[src/spq_pkg.sv]
`timescale 1ns / 1ps
// ----------------------------------------------------------------------------
// spq_pkg
// shared types and constants of the sorted priority queue
// ----------------------------------------------------------------------------
package spq_pkg;

    localparam int DEPTH = 8;
    localparam int CNT_W = $clog2(DEPTH + 1);

    localparam logic [1:0] OP_PUSH  = 2'd0;
    localparam logic [1:0] OP_POP   = 2'd1;
    localparam logic [1:0] OP_CLEAR = 2'd2;

    typedef struct packed {
        logic signed [15:0] prio;
        logic [7:0]         value;
    } t_entry;

    // controller to datapath commands
    typedef struct packed {
        logic capture;
        logic execute;
    } t_cmd;

endpackage

[src/spq_in_if.sv]
`timescale 1ns / 1ps
// ----------------------------------------------------------------------------
// spq_in_if
// request channel: operation code and item to push
// ----------------------------------------------------------------------------
interface spq_in_if;
    logic               valid;
    logic               ready;
    logic [1:0]         op;
    logic [7:0]         item_value;
    logic signed [15:0] item_priority;

    modport source (output valid, output op, output item_value, output item_priority,
                    input ready);
    modport sink   (input valid, input op, input item_value, input item_priority,
                    output ready);
endinterface

[src/spq_out_if.sv]
`timescale 1ns / 1ps
// ----------------------------------------------------------------------------
// spq_out_if
// response channel: status, popped entry and queue flags
// ----------------------------------------------------------------------------
interface spq_out_if;
    logic               valid;
    logic               ready;
    logic               ok;
    logic [7:0]         out_value;
    logic signed [15:0] out_priority;
    logic               is_empty;
    logic               is_full;

    modport source (output valid, output ok, output out_value, output out_priority,
                    output is_empty, output is_full, input ready);
    modport sink   (input valid, input ok, input out_value, input out_priority,
                    input is_empty, input is_full, output ready);
endinterface

[src/spq_ctrl.sv]
`timescale 1ns / 1ps
// ----------------------------------------------------------------------------
// spq_ctrl
// sequencer: takes a request, runs it once the response register is free
// ----------------------------------------------------------------------------
module spq_ctrl
    import spq_pkg::*;
(
    input  logic i_clk,
    input  logic i_rst_n,
    input  logic i_in_valid,
    output logic o_in_ready,
    input  logic i_out_ready,
    output logic o_out_valid,
    output t_cmd o_cmd
);

    typedef enum logic {
        S_IDLE,
        S_EXEC
    } t_state;

    t_state r_state, n_state;
    logic   r_out_valid, n_out_valid;
    logic   w_slot_free;

    assign w_slot_free = !r_out_valid || i_out_ready;
    assign o_in_ready  = (r_state == S_IDLE);
    assign o_out_valid = r_out_valid;

    always_comb begin
        n_state       = r_state;
        n_out_valid   = r_out_valid && !i_out_ready;
        o_cmd.capture = 1'b0;
        o_cmd.execute = 1'b0;
        unique case (r_state)
            S_IDLE: begin
                if (i_in_valid) begin
                    o_cmd.capture = 1'b1;
                    n_state       = S_EXEC;
                end
            end
            S_EXEC: begin
                if (w_slot_free) begin
                    o_cmd.execute = 1'b1;
                    n_out_valid   = 1'b1;
                    n_state       = S_IDLE;
                end
            end
            default: n_state = S_IDLE;
        endcase
    end

    always_ff @(posedge i_clk) begin
        if (!i_rst_n) begin
            r_state     <= S_IDLE;
            r_out_valid <= 1'b0;
        end else begin
            r_state     <= n_state;
            r_out_valid <= n_out_valid;
        end
    end

endmodule

[src/spq_datapath.sv]
`timescale 1ns / 1ps
// ----------------------------------------------------------------------------
// spq_datapath
// sorted entry row with parallel compare and shift, response register
// ----------------------------------------------------------------------------
module spq_datapath
    import spq_pkg::*;
(
    input  logic               i_clk,
    input  logic               i_rst_n,
    input  t_cmd               i_cmd,
    input  logic [1:0]         i_op,
    input  logic [7:0]         i_item_value,
    input  logic signed [15:0] i_item_priority,
    output logic               o_ok,
    output logic [7:0]         o_out_value,
    output logic signed [15:0] o_out_priority,
    output logic               o_is_empty,
    output logic               o_is_full
);

    logic [1:0]         r_op;
    t_entry             r_new;
    t_entry             r_entry [DEPTH];
    t_entry             n_entry [DEPTH];
    logic [CNT_W-1:0]   r_count, n_count;
    logic [DEPTH-1:0]   w_le;

    logic               r_ok, n_ok;
    logic [7:0]         r_out_value, n_out_value;
    logic signed [15:0] r_out_priority, n_out_priority;
    logic               r_is_empty, r_is_full;

    // entry i is stored and the new one does not outrank it
    always_comb begin
        for (int i = 0; i < DEPTH; i++) begin
            w_le[i] = (CNT_W'(i) < r_count) && (r_entry[i].prio <= r_new.prio);
        end
    end

    always_comb begin
        n_entry        = r_entry;
        n_count        = r_count;
        n_ok           = 1'b0;
        n_out_value    = '0;
        n_out_priority = '0;
        case (r_op)
            OP_PUSH: begin
                if (r_count != CNT_W'(DEPTH)) begin
                    if (!w_le[0]) begin
                        n_entry[0] = r_new;
                    end
                    for (int i = 1; i < DEPTH; i++) begin
                        if (!w_le[i]) begin
                            n_entry[i] = w_le[i-1] ? r_new : r_entry[i-1];
                        end
                    end
                    n_count = r_count + 1'b1;
                    n_ok    = 1'b1;
                end
            end
            OP_POP: begin
                if (r_count != '0) begin
                    n_out_value    = r_entry[0].value;
                    n_out_priority = r_entry[0].prio;
                    for (int i = 0; i < DEPTH - 1; i++) begin
                        n_entry[i] = r_entry[i+1];
                    end
                    n_count = r_count - 1'b1;
                    n_ok    = 1'b1;
                end
            end
            OP_CLEAR: begin
                n_count = '0;
                n_ok    = 1'b1;
            end
            default: ;
        endcase
    end

    always_ff @(posedge i_clk) begin
        if (!i_rst_n) begin
            r_count <= '0;
        end else if (i_cmd.execute) begin
            r_count <= n_count;
        end
    end

    always_ff @(posedge i_clk) begin
        if (i_cmd.capture) begin
            r_op        <= i_op;
            r_new.value <= i_item_value;
            r_new.prio  <= i_item_priority;
        end
        if (i_cmd.execute) begin
            r_entry        <= n_entry;
            r_ok           <= n_ok;
            r_out_value    <= n_out_value;
            r_out_priority <= n_out_priority;
            r_is_empty     <= (n_count == '0);
            r_is_full      <= (n_count == CNT_W'(DEPTH));
        end
    end

    assign o_ok           = r_ok;
    assign o_out_value    = r_out_value;
    assign o_out_priority = r_out_priority;
    assign o_is_empty     = r_is_empty;
    assign o_is_full      = r_is_full;

endmodule

[src/sorted_priority_queue_core.sv]
`timescale 1ns / 1ps
// ----------------------------------------------------------------------------
// sorted_priority_queue_core
// bounded priority queue kept in ascending order of priority number
// ----------------------------------------------------------------------------
// usage:
//   i_cmd carries one request beat: op (push, pop, clear), item_value and
//   item_priority; o_rsp returns one response beat per request with ok, the
//   popped entry (zero unless a pop succeeds) and the empty and full flags
//   push places the item behind all entries of equal or lower priority
//   number, so equal priorities leave in arrival order
//   a request is captured, then executed once the response register is free;
//   a new request is taken only after the previous one has executed, set by
//   the capture and execute steps of the sequencer; the compare and shift
//   over the entry row is one parallel step
//   a stalled response is held in the output register; the next request is
//   still taken and waits in the execute step until that beat leaves
//   reset empties the queue and drops any pending response; entry contents
//   are not cleared, the fill count masks them
// ----------------------------------------------------------------------------
module sorted_priority_queue_core
    import spq_pkg::*;
(
    input  logic  i_clk,
    input  logic  i_rst_n,
    spq_in_if.sink    i_cmd,
    spq_out_if.source o_rsp
);

    // command bundle from sequencer to datapath
    t_cmd w_cmd;

    // sequencer: request handshake and response valid
    spq_ctrl u_ctrl (
        .i_clk       (i_clk),
        .i_rst_n     (i_rst_n),
        .i_in_valid  (i_cmd.valid),
        .o_in_ready  (i_cmd.ready),
        .i_out_ready (o_rsp.ready),
        .o_out_valid (o_rsp.valid),
        .o_cmd       (w_cmd)
    );

    // entry row, fill count and response payload
    spq_datapath u_datapath (
        .i_clk           (i_clk),
        .i_rst_n         (i_rst_n),
        .i_cmd           (w_cmd),
        .i_op            (i_cmd.op),
        .i_item_value    (i_cmd.item_value),
        .i_item_priority (i_cmd.item_priority),
        .o_ok            (o_rsp.ok),
        .o_out_value     (o_rsp.out_value),
        .o_out_priority  (o_rsp.out_priority),
        .o_is_empty      (o_rsp.is_empty),
        .o_is_full       (o_rsp.is_full)
    );

endmodule

[src/flat_wrapper.sv]
// flat-port wrapper written by rule: the top's interface ports become plain ports
module sorted_priority_queue_core_flat import spq_pkg::*;
  (i_clk, i_rst_n, i_cmd_valid, i_cmd_op, i_cmd_item_value, i_cmd_item_priority, i_cmd_ready, o_rsp_valid, o_rsp_ok, o_rsp_out_value, o_rsp_out_priority, o_rsp_is_empty, o_rsp_is_full, o_rsp_ready);
  spq_in_if i_cmd_i ();
  spq_out_if o_rsp_i ();
  input  logic i_clk;
  input  logic i_rst_n;
  input wire logic [$bits(i_cmd_i.valid)-1:0] i_cmd_valid;
  input wire logic [$bits(i_cmd_i.op)-1:0] i_cmd_op;
  input wire logic [$bits(i_cmd_i.item_value)-1:0] i_cmd_item_value;
  input wire logic [$bits(i_cmd_i.item_priority)-1:0] i_cmd_item_priority;
  output wire logic [$bits(i_cmd_i.ready)-1:0] i_cmd_ready;
  output wire logic [$bits(o_rsp_i.valid)-1:0] o_rsp_valid;
  output wire logic [$bits(o_rsp_i.ok)-1:0] o_rsp_ok;
  output wire logic [$bits(o_rsp_i.out_value)-1:0] o_rsp_out_value;
  output wire logic [$bits(o_rsp_i.out_priority)-1:0] o_rsp_out_priority;
  output wire logic [$bits(o_rsp_i.is_empty)-1:0] o_rsp_is_empty;
  output wire logic [$bits(o_rsp_i.is_full)-1:0] o_rsp_is_full;
  input wire logic [$bits(o_rsp_i.ready)-1:0] o_rsp_ready;
  assign i_cmd_i.valid = i_cmd_valid;
  assign i_cmd_i.op = i_cmd_op;
  assign i_cmd_i.item_value = i_cmd_item_value;
  assign i_cmd_i.item_priority = i_cmd_item_priority;
  assign i_cmd_ready = i_cmd_i.ready;
  assign o_rsp_valid = o_rsp_i.valid;
  assign o_rsp_ok = o_rsp_i.ok;
  assign o_rsp_out_value = o_rsp_i.out_value;
  assign o_rsp_out_priority = o_rsp_i.out_priority;
  assign o_rsp_is_empty = o_rsp_i.is_empty;
  assign o_rsp_is_full = o_rsp_i.is_full;
  assign o_rsp_i.ready = o_rsp_ready;
  sorted_priority_queue_core u_core (.i_clk(i_clk), .i_rst_n(i_rst_n), .i_cmd(i_cmd_i), .o_rsp(o_rsp_i));
endmodule
[config.mk]
export PLATFORM = sky130hd
export DESIGN_NAME = sorted_priority_queue_core_flat
export DESIGN_NICKNAME = d
export VERILOG_FILES = /design/src/spq_pkg.sv /design/src/spq_in_if.sv /design/src/spq_out_if.sv /design/src/spq_ctrl.sv /design/src/spq_datapath.sv /design/src/sorted_priority_queue_core.sv /design/src/flat_wrapper.sv
export SDC_FILE = /design/constraint.sdc
export NUM_CORES = 1
export LEC_CHECK = 0
export BUFFER_PORTS_ARGS = -buffer_cell sky130_fd_sc_hd__clkbuf_2
export CAP_MARGIN = 5
export CORE_UTILIZATION = 57
export CTS_CLUSTER_SIZE = 20
export DETAILED_ROUTE_END_ITERATION = 8
export PLACE_DENSITY_LB_ADDON = 0.2
export SLEW_MARGIN = 15
export SYNTH_ARGS = -nofsm -noshare
export SYNTH_HDL_FRONTEND = slang
export SYNTH_SLANG_ARGS = --single-unit
[constraint.sdc]
create_clock -name i_clk -period 3.86 [get_ports i_clk]
set_input_delay 0.386 -clock i_clk [delete_from_list [all_inputs] [get_ports i_clk]]
set_output_delay 0.386 -clock i_clk [all_outputs]
set_load 0.02 [all_outputs]
==> impl_metrics.py <==
metrics = {
    "status": {
        "status": "finished clean",
    },
    "clocking": {
        "clock_path_buffers": 3,
        "cts_tree": "built",
        "ctsResizeCount": 0,
        "cts_buffers": 29,
        "clk_pin_slew_ns": 0.06,
        "clock_latency_ns": 0.57,
        "numClockSinks": 251,
        "ctsHtreeMaxLevel": 1,
        "cts-root-buf": "clkbuf_16",
    },
    "worst_setup_path": {
        "worstSetupPathType": "reg2reg",
        "critPathArrivalTime_ns": 4.05,
        "timing.critical_path.slowest_stage_cell": "a22o_1",
        "r2r_start": "u_core.u_datapath.r_new[21]$_DFFE_PP_",
        "endpoint_kind": "flop",
        "critPathMaxFanout": 24,
        "worstPathRequired_ns": 4.29,
        "cp-startpoint": "u_core.u_datapath.r_new[21]$_DFFE_PP_",
        "cp.buffers_inverters": 1,
        "max_stage_delay_ns": 0.83,
        "cp_cell_sequence": "inv_1 > ha_1 > nand4_1 > nor3_1 > a221oi_1 > a21oi_1 > a22o_1 > a221o_1",
        "r2r_end": "u_core.u_datapath.r_entry[41]$_DFFE_PP_",
        "crit_end": "u_core.u_datapath.r_entry[41]$_DFFE_PP_",
        "path_delay_family": "compound AO/OA/AOI/OAI gates",
        "worst_r2r_path_depth": 8,
        "path_depth": 8,
        "start_kind": "flop",
        "reg2reg_slack_ns": 0.24,
    },
    "drt": {
        "first_iter_violations": 1836,
        "dr.pass1.iters": 6,
        "routed_via_density": 6.79,
        "antenna_left": 0,
        "drcViolationCount": 0,
        "wl_per_cell_um": 23.2,
        "num_vias": 12700,
        "wl_um": 43500,
    },
    "floorplanning": {
        "boundaryPins": 59,
        "die_x_um": 167,
        "die_area_um2": 27900,
        "chipHeight_um": 167,
        "initial_utilization_pct": 57.9,
        "placementRows": 60,
        "design.core.area_um2": 26800,
    },
    "yosys": {
        "synth_top_area_cell": "edfxtp_1",
        "syn_area_um2": 15500,
        "yosysUniqueCellTypes": 69,
        "netlist.area_leader.share_pct": 47.4,
        "synthArstFlopShare_pct": 0,
        "synth_edf_count": 245,
        "post_synth.cell_area_avg_um2": 10.7,
        "ys_warn_count": 0,
        "synth_top_flop_cell": "edfxtp_1",
        "synth_seq_cells": 251,
        "syn_inst": 1450,
        "yosys-top-cells-area": "edfxtp_1, ha_1, nand2_1",
        "syn_nets": 1611,
        "synth-seq-area-share_pct": 48.2,
    },
    "finish": {
        "multi_input_area_um2": 7420,
        "post-route-util_pct": 64.8,
        "regArea_um2": 7480,
        "stdcell_count": 1873,
        "fillers": 2083,
        "postLayoutCellArea_um2": 17400,
        "drive_above_1_share_pct": 12.7,
        "area_growth_pct": 12.0,
        "layout.nets": 1670,
        "n_antenna_cell": 0,
    },
    "timing": {
        "min_period_over_period_pct": 93.7,
        "worst_clock_skew_ns": 0.0243,
        "slew_viol_final": 0,
        "relSlewSlack_pct": 25.0,
        "tns_ns": 0,
        "worst_pin_slew_ns": 1.13,
        "rsz0062_at_grt": "no",
        "final-setup-viol-count": 0,
        "max_freq_mhz": 277,
        "hold_viol": 0,
        "fin_crit_ns": 3.62,
    },
    "flow_run": {
        "drv_cap": 0,
    },
    "power": {
        "power.leakage_nw": 6.71,
        "p_sw_w": 0.00219,
        "total_power_w": 0.00741,
        "swShare_pct": 29.5,
        "p_per_area_nw_per_um2": 427,
        "seqPwrFrac_pct": 44.9,
        "comb_power_share_pct": 19.6,
        "p_int_w": 0.00522,
        "clkPwrFrac_pct": 35.5,
        "peakVddDrop_uv": 307,
    },
    "grt": {
        "grt_util_all_layers_pct": 31.2,
        "use_met1_pct": 46.4,
        "grt_overflow": 0,
        "gr-usage-met3_pct": 6.39,
        "grt-busiest-layer": "met1",
        "met2_usage_pct": 46.1,
        "grt_max_degree": 120,
        "antenna_found_initial": 0,
        "grt_pass1_wl_um": 68000,
        "grt_pass1_vias": 11900,
    },
    "placed_design": {
        "dp_hpwl_um": 31400,
        "dpl.cell_count": 1794,
        "io_buffers": 58,
        "gp_congestion": 0.999,
        "place_area_um2": 16200,
    },
    "min_path": {
        "min_path_type": "in2reg",
    },
}
==> through the flow <==
stage	worst slack [ns]	hold slack, ns
2_1_floorplan	0.103	0.485
3_3_place_gp	0.425	0.500
3_5_place_dp	0.322	0.523
4_1_cts	0.318	0.00731
5_1_grt	0.0810	0.0110
6_report	0.244	0.0247
==> worst min path at each step <==
stage,start,to,slack (ns),cells after the start
2_1_floorplan,i_cmd_item_value[0],u_core.u_datapath.r_new[0]$_DFFE_PP_,0.48,0
3_3_place_gp,u_core.u_ctrl.o_out_valid$_SDFF_PN0_,u_core.u_ctrl.o_out_valid$_SDFF_PN0_,0.50,2
3_5_place_dp,u_core.u_ctrl.r_state$_SDFF_PN0_,u_core.u_ctrl.o_out_valid$_SDFF_PN0_,0.52,2
4_1_cts,i_cmd_op[1],u_core.u_datapath.r_op[1]$_DFFE_PP_,0.007,1
5_1_grt,i_cmd_op[1],u_core.u_datapath.r_op[1]$_DFFE_PP_,0.01,1
6_report,i_cmd_op[1],u_core.u_datapath.r_op[1]$_DFFE_PP_,0.02,1
==> logic make-up (layout without fill, tap and decap cells) <==
kind of cell / Yosys count / after routing / share of synthesized area [%]
buf+inv: 167 / 249 / 4.54
simple gates: 483 / 483 / 15.2
xor+xnor: 1 / 1 / 0.0565
mux: 10 / 10 / 0.646
compound gates: 407 / 407 / 20.8
flops: 251 / 251 / 48.2
fa+ha+maj: 131 / 131 / 10.6
==> layout by cell type, fill, tap and decap left out, types with 10 or more instances in the layout <==
cell	synthesis	layout
edfxtp_1	245	245
nand2_1	201	201
ha_1	131	131
nand3_1	72	72
inv_1	64	64
a21oi_1	66	61
and2_1	58	58
clkbuf_2	0	58
nand4_1	52	52
o211ai_1	52	52
a221o_1	48	48
buf_4	0	45
nor2_1	43	40
a21o_1	35	35
clkbuf_16	0	29
o221ai_1	28	28
o2111ai_1	27	27
a22oi_1	26	26
dlygate4sd3_1	0	25
o221ai_2	20	20
o21ai_0	17	17
o311ai_1	17	17
nor2b_1	13	12
a211oi_1	11	11
o21ai_1	12	11
nor3_1	12	11
mux2i_1	10	10
==> repair_timing <==
| action | 4_1_cts | 5_1_grt |
|---|---|---|
| endpoints found under the setup margin | 0 | 0 |
| buffers inserted | 0 | 0 |
| endpoints found under the hold margin | 25 | 0 |
| hold buffers | 25 | 0 |
==> area by class of cell <==
| cell class | instances | area share, % |
|---|---|---|
| Clock buffer | 40 | 4.59 |
| Multi-Input combinational cell | 1032 | 42.7 |
| Timing Repair Buffer | 129 | 5.18 |
| Clock inverter | 14 | 0.548 |
| Sequential cell | 251 | 43.1 |
| Inverter | 66 | 1.43 |
| Tap cell | 341 | 2.46 |
==> synthesized netlist by cell type (4+ instances only) <==
cell type,count
dfxtp_1,6
inv_1,64
a221o_1,48
o221ai_2,20
a21o_1,35
o21ai_0,17
o21ai_1,12
a31oi_1,6
o21a_1,9
buf_6,8
o22ai_1,4
o311ai_1,17
o221ai_1,28
nor2_1,43
clkbuf_1,73
a211oi_1,11
nor3_1,12
a22oi_1,26
ha_1,131
buf_2,13
nand2b_1,7
o211ai_1,52
o2111ai_1,27
nor4_1,5
nand2_1,201
buf_1,7
nand4_1,52
and2_1,58
and4_1,4
nor2b_1,13
a21oi_1,66
mux2i_1,10
edfxtp_1,245
nand3_1,72
==> routing by layer <==
layer	part of all wire (%)	vias to the layer above
met2	43	750
met4	2.3	0
li1	-	5804
met5	0	-
met3	11	79
met1	43	6093
==> sequential cells by signal, indices dropped and copies added, names as in the netlist, 2 cells and up <==
register and cells:
u_core.u_datapath.r_entry 192, u_core.u_datapath.o_out_value 8, u_core.u_datapath.r_new 24, u_core.u_datapath.o_out_priority 16, u_core.u_datapath.r_op 2, u_core.u_datapath.r_count 4
==> worst register-to-register path: cells and delay by family (launching register included) <==
kind / cells / cell delay (ns)
AOI/OAI and AO/OA: 4 / 1.69
buffers and inverters: 1 / 0.26
DFF: 1 / 0.45
adders and majority gates: 1 / 0.41
and+or+nand+nor: 2 / 0.67
==> power by group through the flow <==
stage	Sequential, W	Combinational (W)	Clock [W]
final	0.00333	0.00145	0.00263
after global placement	0.00337	0.00135	0
after floorplan	0.00334	0.000996	0
after global routing	0.00334	0.00157	0.00276
after CTS	0.00332	0.00141	0.00266
after detailed placement	0.00338	0.00139	0
Power figures use the tool's default switching activity.
